### src/hdl/btf_pkg.sv
// Package for the background tile fetcher: payload structs, fetch phases,
// register indexes and address constants. It depends on nothing else.
package btf_pkg;

  localparam logic [15:0] MAP_BASE_LOW_DEF       = 16'd38912;
  localparam logic [15:0] MAP_BASE_HIGH_DEF      = 16'd39936;
  localparam logic [15:0] DATA_BASE_UNSIGNED_DEF = 16'd32768;
  localparam logic [15:0] DATA_BASE_SIGNED_DEF   = 16'd36864;

  // The map is 32 tiles wide, so a column is five bits.
  localparam int unsigned MAP_WIDTH = 32;
  localparam int unsigned COL_W     = $clog2(MAP_WIDTH);
  localparam logic [COL_W-1:0] LAST_COL = COL_W'(MAP_WIDTH - 1);

  localparam int unsigned CFG_IDX_W  = 2;
  localparam int unsigned CFG_DATA_W = 8;
  localparam logic [CFG_IDX_W-1:0] CFG_VSCROLL    = 2'd0;
  localparam logic [CFG_IDX_W-1:0] CFG_MAP_SELECT = 2'd1;
  localparam logic [CFG_IDX_W-1:0] CFG_DATA_MODE  = 2'd2;

  localparam logic CMD_NEW_LINE = 1'b0;
  localparam logic CMD_TICK     = 1'b1;

  typedef enum logic [2:0] {
    PH_MAP  = 3'd0,
    PH_ID   = 3'd1,
    PH_LOW  = 3'd2,
    PH_HIGH = 3'd3,
    PH_PUSH = 3'd4,
    PH_DONE = 3'd5
  } phase_t;

  typedef struct packed {
    logic       command;
    logic [7:0] scanline;
    logic [7:0] mem_data;
    logic       fifo_has_room;
  } in_item_t;

  typedef struct packed {
    logic [15:0] read_addr;
    logic        read_valid;
    logic        push_valid;
    logic [15:0] pixels;
    logic        line_done;
  } out_item_t;

endpackage

### src/hdl/btf_stage.sv
// Register slice for one channel: holds one transfer and passes stall back.
// Generic over the payload width; it uses no package.
module btf_stage #(
  parameter int unsigned W = 8
) (
  input  logic         clk,
  input  logic         rst_n,
  input  logic         up_valid,
  output logic         up_stall,
  input  logic [W-1:0] up_data,
  output logic         dn_valid,
  input  logic         dn_stall,
  output logic [W-1:0] dn_data
);

  logic         valid_r;
  logic [W-1:0] data_r;
  logic         load;

  assign up_stall = valid_r && dn_stall;
  assign load     = !up_stall;

  always_ff @(posedge clk) begin
    if (!rst_n) begin
      valid_r <= 1'b0;
    end else if (load) begin
      valid_r <= up_valid;
    end
  end

  always_ff @(posedge clk) begin
    if (load && up_valid) begin
      data_r <= up_data;
    end
  end

  assign dn_valid = valid_r;
  assign dn_data  = data_r;

endmodule

### src/hdl/btf_fetch.sv
// Fetch engine: phase sequencer, tile state, configuration registers and the
// address and pixel logic for one item. Depends on btf_pkg.
module btf_fetch #(
  parameter logic [15:0] MAP_BASE_LOW       = btf_pkg::MAP_BASE_LOW_DEF,
  parameter logic [15:0] MAP_BASE_HIGH      = btf_pkg::MAP_BASE_HIGH_DEF,
  parameter logic [15:0] DATA_BASE_UNSIGNED = btf_pkg::DATA_BASE_UNSIGNED_DEF,
  parameter logic [15:0] DATA_BASE_SIGNED   = btf_pkg::DATA_BASE_SIGNED_DEF
) (
  input  logic                                clk,
  input  logic                                rst_n,
  input  logic                                cfg_we,
  input  logic [btf_pkg::CFG_IDX_W-1:0]       cfg_index,
  input  logic [btf_pkg::CFG_DATA_W-1:0]      cfg_wdata,
  input  logic                                fire,
  input  btf_pkg::in_item_t                   item,
  output btf_pkg::out_item_t                  result
);

  logic [7:0]                   vscroll_r;
  logic                         map_select_r;
  logic                         data_mode_r;

  btf_pkg::phase_t              phase_r, phase_nxt;
  logic [btf_pkg::COL_W-1:0]    column_r, column_nxt;
  logic [7:0]                   line_r, line_nxt;
  logic [15:0]                  tile_addr_r, tile_addr_nxt;
  logic [7:0]                   low_r, low_nxt;
  logic [7:0]                   high_r, high_nxt;

  logic [7:0]                   shifted;
  logic [15:0]                  map_addr;
  logic [15:0]                  row_addr;
  logic [15:0]                  pix;
  logic                         tick;
  logic                         last_col;

  always_ff @(posedge clk) begin
    if (!rst_n) begin
      vscroll_r    <= '0;
      map_select_r <= 1'b0;
      data_mode_r  <= 1'b0;
    end else if (cfg_we) begin
      case (cfg_index)
        btf_pkg::CFG_VSCROLL:    vscroll_r    <= cfg_wdata;
        btf_pkg::CFG_MAP_SELECT: map_select_r <= cfg_wdata[0];
        btf_pkg::CFG_DATA_MODE:  data_mode_r  <= cfg_wdata[0];
        default: ;
      endcase
    end
  end

  assign tick     = (item.command == btf_pkg::CMD_TICK);
  assign last_col = (column_r == btf_pkg::LAST_COL);
  assign shifted  = line_r + vscroll_r;

  always_comb begin
    logic [15:0] base;
    base     = map_select_r ? MAP_BASE_HIGH : MAP_BASE_LOW;
    map_addr = base + {6'd0, shifted[7:3], 5'd0} + {11'd0, column_r};
  end

  always_comb begin
    logic [15:0] data_base;
    logic [15:0] id_off;
    if (data_mode_r) begin
      data_base = DATA_BASE_UNSIGNED;
      id_off    = {4'd0, item.mem_data, 4'd0};
    end else begin
      data_base = DATA_BASE_SIGNED;
      id_off    = {{4{item.mem_data[7]}}, item.mem_data, 4'd0};
    end
    row_addr = data_base + id_off + {12'd0, shifted[2:0], 1'b0};
  end

  always_comb begin
    for (int x = 0; x < 8; x++) begin
      pix[15 - 2*x -: 2] = {high_r[7 - x], low_r[7 - x]};
    end
  end

  // Next state.
  always_comb begin
    phase_nxt     = phase_r;
    column_nxt    = column_r;
    line_nxt      = line_r;
    tile_addr_nxt = tile_addr_r;
    low_nxt       = low_r;
    high_nxt      = high_r;
    if (!tick) begin
      line_nxt   = item.scanline;
      column_nxt = '0;
      phase_nxt  = btf_pkg::PH_MAP;
    end else begin
      case (phase_r)
        btf_pkg::PH_MAP:  phase_nxt = btf_pkg::PH_ID;
        btf_pkg::PH_ID: begin
          tile_addr_nxt = row_addr;
          phase_nxt     = btf_pkg::PH_LOW;
        end
        btf_pkg::PH_LOW: begin
          low_nxt   = item.mem_data;
          phase_nxt = btf_pkg::PH_HIGH;
        end
        btf_pkg::PH_HIGH: begin
          high_nxt  = item.mem_data;
          phase_nxt = btf_pkg::PH_PUSH;
        end
        btf_pkg::PH_PUSH: begin
          if (item.fifo_has_room) begin
            if (last_col) begin
              column_nxt = '0;
              phase_nxt  = btf_pkg::PH_DONE;
            end else begin
              column_nxt = column_r + 1'b1;
              phase_nxt  = btf_pkg::PH_MAP;
            end
          end
        end
        default: ;
      endcase
    end
  end

  // Result of this item.
  always_comb begin
    result = '0;
    if (tick) begin
      case (phase_r)
        btf_pkg::PH_MAP: begin
          result.read_addr  = map_addr;
          result.read_valid = 1'b1;
        end
        btf_pkg::PH_ID: begin
          result.read_addr  = row_addr;
          result.read_valid = 1'b1;
        end
        btf_pkg::PH_LOW: begin
          result.read_addr  = tile_addr_r + 16'd1;
          result.read_valid = 1'b1;
        end
        btf_pkg::PH_PUSH: begin
          if (item.fifo_has_room) begin
            result.push_valid = 1'b1;
            result.pixels     = pix;
            result.line_done  = last_col;
          end
        end
        default: ;
      endcase
    end
  end

  always_ff @(posedge clk) begin
    if (!rst_n) begin
      phase_r  <= btf_pkg::PH_DONE;
      column_r <= '0;
      line_r   <= '0;
    end else if (fire) begin
      phase_r  <= phase_nxt;
      column_r <= column_nxt;
      line_r   <= line_nxt;
    end
  end

  always_ff @(posedge clk) begin
    if (!rst_n) begin
      tile_addr_r <= '0;
      low_r       <= '0;
      high_r      <= '0;
    end else if (fire) begin
      tile_addr_r <= tile_addr_nxt;
      low_r       <= low_nxt;
      high_r      <= high_nxt;
    end
  end

  a_push_no_read: assert property (@(posedge clk) disable iff (!rst_n)
    result.push_valid |-> !result.read_valid)
    else $error("push and read request in the same item");

  a_done_on_push: assert property (@(posedge clk) disable iff (!rst_n)
    result.line_done |-> result.push_valid && column_r == btf_pkg::LAST_COL)
    else $error("line_done without a push of the last column");

  a_done_idles: assert property (@(posedge clk) disable iff (!rst_n)
    (fire && result.line_done) |=> phase_r == btf_pkg::PH_DONE && column_r == '0)
    else $error("fetcher did not idle after the last tile");

  a_new_line: assert property (@(posedge clk) disable iff (!rst_n)
    (fire && item.command == btf_pkg::CMD_NEW_LINE) |=> phase_r == btf_pkg::PH_MAP)
    else $error("new line did not restart the map phase");

endmodule

### src/hdl/background_tile_fetcher.sv
// Top level of the background tile fetcher: input slice, fetch engine and
// result slice. Depends on btf_pkg, btf_stage and btf_fetch.
//
//   channel   ports                               direction
//   input     in_valid, in_stall, in_item         item in, one per transfer
//   result    out_valid, out_stall, out_item      one result per input item
//   config    cfg_we, cfg_index, cfg_wdata        register write, no wait
//
// An item is held in the input register and its result is then loaded into the
// result register, so the result transfer follows the input transfer through
// both registers; one item is taken every cycle while the result side is free.
// The fetch state advances as an item moves from the input register into the
// result register. Reset idles the fetcher until a new-line item arrives.
// A stall on the result side holds the result register and, while it holds an
// item, the input register too; an empty input register still takes one transfer.
module background_tile_fetcher #(
  parameter logic [15:0] MAP_BASE_LOW       = btf_pkg::MAP_BASE_LOW_DEF,
  parameter logic [15:0] MAP_BASE_HIGH      = btf_pkg::MAP_BASE_HIGH_DEF,
  parameter logic [15:0] DATA_BASE_UNSIGNED = btf_pkg::DATA_BASE_UNSIGNED_DEF,
  parameter logic [15:0] DATA_BASE_SIGNED   = btf_pkg::DATA_BASE_SIGNED_DEF
) (
  input  logic                            clk,
  input  logic                            rst_n,
  input  logic                            in_valid,
  output logic                            in_stall,
  input  btf_pkg::in_item_t               in_item,
  output logic                            out_valid,
  input  logic                            out_stall,
  output btf_pkg::out_item_t              out_item,
  input  logic                            cfg_we,
  input  logic [btf_pkg::CFG_IDX_W-1:0]   cfg_index,
  input  logic [btf_pkg::CFG_DATA_W-1:0]  cfg_wdata
);

  localparam int unsigned IN_W  = $bits(btf_pkg::in_item_t);
  localparam int unsigned OUT_W = $bits(btf_pkg::out_item_t);

  logic               mid_valid;
  logic               mid_stall;
  logic [IN_W-1:0]    mid_bits;
  btf_pkg::in_item_t  mid_item;
  btf_pkg::out_item_t result;
  logic [OUT_W-1:0]   out_bits;
  logic               fire;

  btf_stage #(.W(IN_W)) u_in_stage (
    .clk      (clk),
    .rst_n    (rst_n),
    .up_valid (in_valid),
    .up_stall (in_stall),
    .up_data  (in_item),
    .dn_valid (mid_valid),
    .dn_stall (mid_stall),
    .dn_data  (mid_bits)
  );

  assign mid_item = btf_pkg::in_item_t'(mid_bits);
  assign fire     = mid_valid && !mid_stall;

  btf_fetch #(
    .MAP_BASE_LOW       (MAP_BASE_LOW),
    .MAP_BASE_HIGH      (MAP_BASE_HIGH),
    .DATA_BASE_UNSIGNED (DATA_BASE_UNSIGNED),
    .DATA_BASE_SIGNED   (DATA_BASE_SIGNED)
  ) u_fetch (
    .clk       (clk),
    .rst_n     (rst_n),
    .cfg_we    (cfg_we),
    .cfg_index (cfg_index),
    .cfg_wdata (cfg_wdata),
    .fire      (fire),
    .item      (mid_item),
    .result    (result)
  );

  btf_stage #(.W(OUT_W)) u_out_stage (
    .clk      (clk),
    .rst_n    (rst_n),
    .up_valid (mid_valid),
    .up_stall (mid_stall),
    .up_data  (result),
    .dn_valid (out_valid),
    .dn_stall (out_stall),
    .dn_data  (out_bits)
  );

  assign out_item = btf_pkg::out_item_t'(out_bits);

endmodule
### config.mk
export PLATFORM = sky130hd
export DESIGN_NAME = background_tile_fetcher
export DESIGN_NICKNAME = d
export VERILOG_FILES = /design/src/hdl/btf_pkg.sv /design/src/hdl/btf_stage.sv /design/src/hdl/btf_fetch.sv /design/src/hdl/background_tile_fetcher.sv
export SDC_FILE = /design/constraint.sdc
export NUM_CORES = 1
export LEC_CHECK = 0
export BUFFER_PORTS_ARGS = -buffer_cell sky130_fd_sc_hd__buf_4
export CORE_MARGIN = 2
export CORE_UTILIZATION = 56
export CTS_CLUSTER_DIAMETER = 200
export DETAILED_ROUTE_END_ITERATION = 10
export MAX_ROUTING_LAYER = met4
export PLACE_DENSITY = 0.79
export SYNTH_ARGS = -nofsm -noshare
export SYNTH_HDL_FRONTEND = slang
export SYNTH_SLANG_ARGS = --single-unit
### constraint.sdc
create_clock -name clk -period 3.35 [get_ports clk]
set_clock_uncertainty 0.15 [all_clocks]
set_input_delay 0.67 -clock clk [delete_from_list [all_inputs] [get_ports clk]]
set_output_delay 0.67 -clock clk [all_outputs]
set_load 0.005 [all_outputs]
==> Flow_metrics.wiki, run 1 <==
{| class="wikitable"
! Metric !! Value
|-
| Synth warnings || 0
|-
| FMAX || ~430 MHz
|-
| Buffer depth of the longest clock path || 2
|-
| Synth area leaders || edfxtp_1, dfxtp_1, mux2i_1, nor2_1, a21oi_1
|-
| Depth of the CTS H-tree || 3
|-
| Arr. time, crit path || 2.50 ns
|-
| Placer's final routability congestion estimate || a little over 0.8
|-
| Overall power || approximately 2400 uW
|-
| Final worst path period need || ~2.4 ns
|-
| Number of global-route vias before repair || between 3000 and 4000
|-
| Detailed-route wire length || between 9000 and 10000 um
|-
| Number of buffers inserted by port buffering || between 60 and 70
|-
| Number of instances in the synthesized netlist || around 410
|-
| Remaining Overflow, GRT || 0
|-
| Nets in the synthesized netlist || around 450
|-
| Tightest Pin Transition || approximately 0.94 ns
|-
| Worst-case headroom to the max-slew limit || roughly 37%
|-
| Result of the run || finished clean
|-
| Setup Fix Bufs, Post-CTS || 0
|-
| Setup-failing EPs final || 0
|-
| Std-Cell Rows || 33
|-
| Data required time at the worst endpoint || approximately 3.5 ns
|-
| Worst min-delay path category || in2reg
|-
| Final worst-path cycle share || 70.21%
|-
| Stage delay of the slowest cell on the critical path || 0.82 ns
|-
| First-pass DRT Iterations || 6
|-
| Clock transition time at the flip-flop clock pins of the worst setup and hold paths || 0.11 ns
|-
| Yosys top cell by area || edfxtp_1
|-
| Post-synthesis register bit count || roughly 110
|-
| Most common cell after layout, fill and taps aside || buf_4
|-
| Worst Path Buf+Inv || 0
|-
| Share of the synthesized netlist area taken by xor and xnor gates || less than 1%
|-
| Final sum of negative setup slack || 0 ns
|-
| Number of antenna repair diodes || 0
|-
| Antenna violations before repair || 0
|-
| Total number of nets in the final design || 514
|-
| Pin count of the biggest net entering global routing || 56
|-
| Cts bufs inserted || 9
|-
| Multiplexer share of the synthesized area || about a tenth
|-
| Combinational family with the most area after synthesis || simple AND/OR/NAND/NOR gates
|-
| Hold worst-path end || u_in_stage.dn_data[8]
|-
| Number of unique standard cell types used by synthesis || 47
|-
| Clock root buffer master || clkbuf_8
|-
| Leakage power || roughly 0.0023 uW
|-
| Critical-path maximum fanout || 23
|-
| Crit Reg-Reg Endpoint || u_fetch.tile_addr_r[12]
|-
| Post-synthesis sequential area ratio || between 50% and 60%
|-
| Area share of the leading cell type in the synthesized netlist || between 30% and 40%
|-
| Via-per-instance ratio || roughly 5.5
|-
| CP top delay family || simple AND/OR/NAND/NOR gates
|-
| Overall via count from detail_route || between 3000 and 4000
|-
| Compound-Gate Fraction of Synth Area || 9.397%
|-
| Starting Density || between 50% and 60%
|-
| Cell Pwr Density || between 400 and 500 nW/um^2
|-
| Cell area after synthesis || ~4600 sq um
|-
| CTS tree || built
|-
| Cell count of the worst hold path || 1
|-
| Unrepaired setup endpoints after global routing || false
|-
| Wire length of the first global-routing pass || roughly 15000 um
|-
| HPWL Detailed || between 6000 and 7000 um
|-
| PostCTS Resize Cnt || 0
|-
| Element type at the critical path end || register
|-
| Post-synthesis simple-gate area fraction || roughly 15%
|-
| DR WL/cell || roughly 16 um
|-
| Die area || around 9000 sq um
|-
| Element type at the critical path start || register
|-
| Number of nets still failing antenna checks after routing || 0
|-
| Growth of design area from synthesis to finish || 16.64%
|-
| Chip Height || about 95 um
|-
| Worst reg-to-reg path cell count || 4
|-
| Max-cap check violation count || 0
|-
| Syn avg cell area || 11.39 sq um
|-
| Number of DRC violations after detailed-routing iteration 0 || a little under 200
|-
| Path type of the worst setup path || reg2reg
|-
| Remaining routing DRC violations || 0
|-
| Total global-route track usage || ~22%
|-
| Core area || roughly 8100 sq um
|-
| Register-to-register setup slack || about 1.0 ns
|-
| CP max stage cell || dfxtp_1
|-
| Commonest non-fill, non-tap cells in the layout || buf_4, dfxtp_1, nor2_1
|-
| Proportion of register bits with asynchronous set or reset after synthesis || 0%
|-
| Worst-Skew Late Latency || roughly 0.37 ns
|-
| Final number of max-transition violations || 0
|-
| Count of flip-flops with a built-in enable after synthesis || 53
|-
| Worst-path cell chain || and2b_1, nand3_2, or3_1, a21oi_1
|-
| Clock sinks || roughly 110
|-
| Synth Area in Adders || ~2.9%
|-
| Hold violation count in the final report || 0
|-
| Source of the worst register-to-register timing path || u_fetch.phase_r[0]
|-
| Share of final-layout standard cells stronger than drive strength 1 || around a fifth
|-
| Hold Startpoint || in_item[8]
|-
| Width of the chip || 95.10 um
|-
| # hold bufs at CTS || 0
|-
| Maximum vdd ir drop || about 0.29 mV
|-
| Ports || 70
|-
| Most instantiated flip-flop cell in the synthesis netlist || dfxtp_1
|}
[routing by layer]
layer | share of wire (%) | track usage [%] | wire [um] | vias to the layer above
met5 | 0 | - | 0 | -
met4 | 1.5 | 6.763 | 136 | 0
met3 | 4.1 | 4.427 | 375 | 15
met2 | 50 | 35.50 | 4552 | 63
met1 | 44 | 28.05 | 4042 | 1562
li1 | - | - | - | 1582
[stage by stage]
step           hold WS [ns]  setup WS (ns)  utilization [%]  cells  cell area (sq um)
2_1_floorplan        0.2760         0.5383                -    408               4647
3_3_place_gp         0.2850         0.9619            64.41    565               5239
3_5_place_dp         0.2894         0.8851            64.41    565               5239
4_1_cts              0.3026          1.043            66.64    581               5420
5_1_grt              0.2894         0.8484            66.64    581               5420
6_report             0.3107         0.9981            66.64    581               5420
[power by group]
part	leakage, uW	switching (uW)	internal (uW)	total, uW
clock network	0.0000943	470	284	755
logic	0.00116	83.8	78.8	163
registers	0.000994	32.0	1470	1500
total	0.00225	586	1840	2420
[layout make-up]
class	count	area (sq um)
Inverter	8	30.03
Clock inverter	6	53.80
Timing Repair Buffer	73	548.0
Tap cell	105	131.4
Fill cell	636	2714
Clock buffer	10	127.6
Sequential cell	112	2773
Multi-Input combinational cell	267	1757
[cells in the mapped netlist, types with 2 or more instances]
cell      count
and3_1        6
o31ai_1       2
o22ai_1       2
nor4b_1       2
dfxtp_1      59
a211oi_1      5
clkbuf_1     11
xor2_1        2
nand3_2       2
a211o_1       3
buf_2         7
buf_1         3
o21ai_0      16
nor3b_1       3
nand3b_1      6
o21bai_1      2
a21oi_1      27
nor3_1        2
nor2b_1       8
and2b_1       2
ha_1          9
a22o_1        2
o21a_1        2
edfxtp_1     53
nand2_1      18
and2_1       18
mux2i_1      45
nand2b_1      3
a22oi_1       2
inv_1         7
nand3_1       5
a21o_1        2
nor2_1       58
[how the worst max path moves through the flow]
stage / from / endpoint / slack (ns) / depth (start not counted)
after global routing: u_fetch.phase_r[0] / u_fetch.tile_addr_r[12] / 0.85 / 4
after detailed placement: out_stall / u_fetch.tile_addr_r[12] / 0.89 / 6
after global placement: out_stall / u_fetch.tile_addr_r[12] / 0.96 / 6
final: u_fetch.phase_r[0] / u_fetch.tile_addr_r[12] / 1.0 / 4
after CTS: u_fetch.phase_r[0] / u_fetch.high_r[5] / 1.04 / 4
after floorplan: out_stall / u_fetch.tile_addr_r[10] / 0.54 / 6
[cell families (layout without fill, tap and decap cells)]
kind of cell,count (synthesis),after routing
compound gates,71,71
xor+xnor,2,2
fa+ha+maj,10,10
buf+inv,29,97
flops,112,112
mux,45,45
simple gates,139,139
[flip-flops by register name, indices dropped and copies added (netlist names)]
register and cells:
u_fetch.line_r 8, u_fetch.data_mode_r 1, u_fetch.map_select_r 1, u_in_stage.dn_valid 1, u_fetch.column_r 5, u_fetch.tile_addr_r 15, u_in_stage.dn_data 18, u_fetch.phase_r 3
u_fetch.vscroll_r 8, u_out_stage.dn_data 35, u_out_stage.dn_valid 1, u_fetch.low_r 8, u_fetch.high_r 8
Power figures use the tool's default switching activity.
==> run 2: changes to the inputs <==
Settings changed: ABC_AREA set to 1, CORE_UTILIZATION 56 to 57, PLACE_DENSITY 0.79 to 0.8.
Clock period 3.35 ns to 2.3 ns, I/O delays scaled along.
==> run 2 against run 1 <==
Compared with the run above: cell count up 17%; critical path depth up 2; synthesized cell count up 23%; clock power up 50%; utilization up 0.97 points; routed wire length up 7.0%; largest power group unchanged; non-clock buffer count up 3; die area about the same; sequential power up 47%; clock-buffer cell count up 2; largest cell class unchanged.
==> Flow_metrics.wiki, run 2 <==
{| class="wikitable"
! Metric !! Value
|-
| Element type at the critical path end || register (unchanged)
|-
| Result of the run || finished clean (unchanged)
|-
| Count of flip-flops with a built-in enable after synthesis || 53 (unchanged)
|-
| CP max stage cell || fa_1 (was dfxtp_1)
|-
| Detailed-route wire length || 9744 um (was 9106 um)
|-
| Area share of the leading cell type in the synthesized netlist || 33.62% (was 34.25%)
|-
| Max-cap check violation count || 0 (unchanged)
|-
| Depth of the CTS H-tree || 3 (unchanged)
|-
| Clock root buffer master || clkbuf_8 (unchanged)
|-
| PostCTS Resize Cnt || 0 (unchanged)
|-
| Most instantiated flip-flop cell in the synthesis netlist || dfxtp_1 (unchanged)
|-
| Nets in the synthesized netlist || 544 (was 451)
|-
| Maximum vdd ir drop || 0.4222 mV (was 0.2857 mV)
|-
| Chip Height || 95.14 um (was 95.10 um)
|-
| Commonest non-fill, non-tap cells in the layout || buf_4, nand2_1, inv_1 (was buf_4, dfxtp_1, nor2_1)
|-
| Width of the chip || 95.14 um (was 95.10 um)
|-
| Worst hold slack after final layout || 0.1063 ns (was 0.3107 ns)
|-
| Synth Area in Adders || 2.801% (was 2.854%)
|-
| Worst Path Buf+Inv || 0 (unchanged)
|-
| Die area || 9052 sq um (was 9043 sq um)
|-
| Post-Layout Inst Area || 5499 sq um (was 5420 sq um)
|-
| Worst-path cell chain || ha_1, fa_1, a21oi_1, or2_2, nand3_1, a21oi_1 (was and2b_1, nand3_2, or3_1, a21oi_1)
|-
| Critical-path maximum fanout || 3 (was 23)
|-
| Hold violation count in the final report || 0 (unchanged)
|-
| Path type of the worst setup path || reg2reg (unchanged)
|-
| Number of unique standard cell types used by synthesis || 37 (was 47)
|-
| Stage delay of the slowest cell on the critical path || 0.48 ns (was 0.82 ns)
|-
| Unrepaired setup endpoints after global routing || false (unchanged)
|-
| Placer's final routability congestion estimate || 0.9670 (was 0.8304)
|-
| Cell area after synthesis || 4735 sq um (was 4647 sq um)
|-
| Final sum of negative setup slack || 0 ns (unchanged)
|-
| Footprint of the multi-input gates || 1569 sq um (was 1757 sq um)
|-
| Data required time at the worst endpoint || 2.37 ns (was 3.50 ns)
|-
| FF/Latch Area || 2773 sq um (unchanged)
|-
| Number of flip-flops in the largest register || 35 (unchanged)
|-
| Overall via count from detail_route || 3613 (was 3222)
|-
| Proportion of register bits with asynchronous set or reset after synthesis || 0% (unchanged)
|-
| Worst min-delay path category || in2reg (unchanged)
|-
| Post-synthesis simple-gate area fraction || 18.16% (was 15.48%)
|-
| Clock transition time at the flip-flop clock pins of the worst setup and hold paths || 0.11 ns (about the same)
|-
| Number of antenna repair diodes || 0 (unchanged)
|-
| Std-Cell Rows || 33 (unchanged)
|-
| Top cells by instance count after synthesis || nand2_1, inv_1, nor2_1, dfxtp_1, edfxtp_1 (was dfxtp_1, nor2_1, edfxtp_1, mux2i_1, a21oi_1)
|-
| Via-per-instance ratio || 5.298 (was 5.546)
|-
| Share of final-layout standard cells stronger than drive strength 1 || 21.14% (was 19.54%)
|-
| Combinational family with the most area after synthesis || simple AND/OR/NAND/NOR gates (unchanged)
|-
| Compound-Gate Fraction of Synth Area || 11.81% (was 9.397%)
|-
| Setup-failing EPs final || 0 (unchanged)
|-
| Remaining routing DRC violations || 0 (unchanged)
|-
| Clock sinks || 112 (unchanged)
|-
| Most common cell in the netlist || nand2_1 (was dfxtp_1)
|-
| Hold worst-path end || u_in_stage.dn_data[6] (was u_in_stage.dn_data[8])
|-
| Ports || 70 (unchanged)
|-
| Share of the synthesized netlist area taken by xor and xnor gates || 0.3700% (was 0.3770%)
|-
| Synth warnings || 0 (unchanged)
|-
| HPWL Detailed || 7101 um (was 6334 um)
|-
| CTS tree || built (unchanged)
|-
| Number of DRC violations after detailed-routing iteration 0 || 254 (was 193)
|-
| CP top delay family || adder cells (was simple AND/OR/NAND/NOR gates)
|-
| Number of buffers inserted by port buffering || 69 (unchanged)
|-
| Number of global-route vias before repair || 3330 (was 3027)
|-
| Remaining Overflow, GRT || 0 (unchanged)
|-
| Register-to-register setup slack || 0.44 ns (was 1.0 ns)
|-
| Wire length of the first global-routing pass || 15620 um (was 14640 um)
|-
| Total number of nets in the final design || 615 (was 514)
|-
| Core area || 8134 sq um (unchanged)
|-
| Worst reg-to-reg path cell count || 6 (was 4)
|-
| Arr. time, crit path || 1.93 ns (was 2.50 ns)
|-
| Hold Startpoint || in_item[6] (was in_item[8])
|-
| Crit Reg-Reg Endpoint || u_out_stage.dn_data[25] (was u_fetch.tile_addr_r[12])
|-
| FMAX || 538.4 MHz (was 425.2 MHz)
|-
| Antenna violations before repair || 0 (unchanged)
|-
| Leakage power || 0.002280 uW (was 0.002251 uW)
|-
| Worst-Skew Late Latency || 0.37 ns (about the same)
|-
| DR WL/cell || 14.29 um (was 15.67 um)
|-
| Pin count of the biggest net entering global routing || 32 (was 56)
|-
| Crit-path most repeated cell || a21oi_1
|-
| Final number of max-transition violations || 0 (unchanged)
|-
| Tightest Pin Transition || 0.6129 ns (was 0.9367 ns)
|-
| Growth of design area from synthesis to finish || 16.15% (was 16.64%)
|-
| Number of nets still failing antenna checks after routing || 0 (unchanged)
|-
| Starting Density || 58.21% (was 57.13%)
|-
| # hold bufs at CTS || 0 (unchanged)
|-
| Most common cell after layout, fill and taps aside || buf_4 (unchanged)
|-
| Total global-route track usage || 23.35% (was 21.95%)
|-
| Setup Fix Bufs, Post-CTS || 0 (unchanged)
|-
| Cell Pwr Density || 659.6 nW/um^2 (was 446.7 nW/um^2)
|-
| Placement-stage cell area || 5309 sq um (was 5239 sq um)
|-
| Syn avg cell area || 9.450 sq um (was 11.39 sq um)
|-
| Source of the worst register-to-register timing path || u_fetch.line_r[0] (was u_fetch.phase_r[0])
|-
| Multiplexer share of the synthesized area || 0% (was 9.693%)
|-
| Worst-case headroom to the max-slew limit || 59.09% (was 37.46%)
|-
| First-pass DRT Iterations || 7 (was 6)
|-
| Final worst-path cycle share || 80.75% (was 70.21%)
|-
| Post-synthesis sequential area ratio || 58.56% (was 59.67%)
|-
| Buffer depth of the longest clock path || 2 (unchanged)
|-
| Post-synthesis register bit count || 112 (unchanged)
|-
| Cts bufs inserted || 9 (unchanged)
|-
| Cell count of the worst hold path || 1 (unchanged)
|-
| Element type at the critical path start || register (unchanged)
|-
| Fillers || 626 (was 636)
|-
| Synth area leaders || edfxtp_1, dfxtp_1, nand2_1, inv_1, nor2_1 (was edfxtp_1, dfxtp_1, mux2i_1, nor2_1, a21oi_1)
|-
| Number of instances in the synthesized netlist || 501 (was 408)
|-
| Yosys top cell by area || edfxtp_1 (unchanged)
|-
| Final worst path period need || 1.857 ns (was 2.352 ns)
|}
run 2: cell count changes after synthesis, moves of 17 or more:
cell,before,now
nand3_1,5,29
and2_1,18,1
inv_1,7,63
mux2i_1,45,0
nand2_1,18,73
a21oi_1,27,45
o21ai_0,16,38
run 2: cells by family after synthesis:
group,count (synthesis)
and+or+nand+nor,190
DFF,112
AOI/OAI and AO/OA,101
buffers and inverters,86
adders and majority gates,10
xor gates and xnor gates,2
run 2: cell type report:
class,instances,share of cell area [%]
well taps,105,2.389
clock buffers,12,2.821
inverters,70,4.824
multi-input cells,303,28.53
flip-flops and latches,112,50.42
clock inverters,4,0.6371
repair buffers,76,10.38
run 2: worst max-delay path by stage:
stage / end / start / cells past startpoint / slack (ns)
final: u_out_stage.dn_data[25] / u_fetch.line_r[0] / 6 / 0.44
after global routing: u_out_stage.dn_data[25] / u_fetch.line_r[0] / 6 / 0.27
after CTS: u_out_stage.dn_data[25] / u_fetch.line_r[0] / 6 / 0.45
after detailed placement: u_fetch.column_r[2] / out_stall / 11 / 0.44
after global placement: u_out_stage.dn_data[25] / u_fetch.line_r[0] / 6 / 0.51
after floorplan: u_fetch.phase_r[1] / out_stall / 7 / 0.34
run 2: worst register-to-register path, delay by kind of cell, from the launching register on:
| family | cells | cell delay [ns] |
|---|---|---|
| fa+ha+maj | 2 | 0.71 |
| flops | 1 | 0.33 |
| compound gates | 2 | 0.34 |
| simple gates | 2 | 0.18 |
run 2: layer usage:
| layer | global-route usage (%) | share of wire [%] | vias to the layer above |
|---|---|---|---|
| met5 | - | 0 | - |
| met4 | 7.609 | 1.3 | 0 |
| met3 | 4.348 | 6.4 | 11 |
| met2 | 38.91 | 51 | 139 |
| met1 | 28.86 | 42 | 1678 |
| li1 | - | - | 1785 |
run 2: report_power, final:
group	switching, uW	leakage, uW	internal [uW]
Sequential	43.5	0.000988	2150
Clock	663	0.0000980	469
Combinational	170	0.00119	127
run 2: per-stage QoR:
step | total power [uW] | setup WS, ns | utilization (%) | instances
after floorplan | 2398 | 0.3444 | - | 501
after global placement | 2526 | 0.5064 | 65.27 | 666
after detailed placement | 2539 | 0.4444 | 65.27 | 666
after CTS | 3642 | 0.4490 | 67.61 | 682
after global routing | 3757 | 0.2714 | 67.61 | 682
final | 3627 | 0.4426 | 67.61 | 682
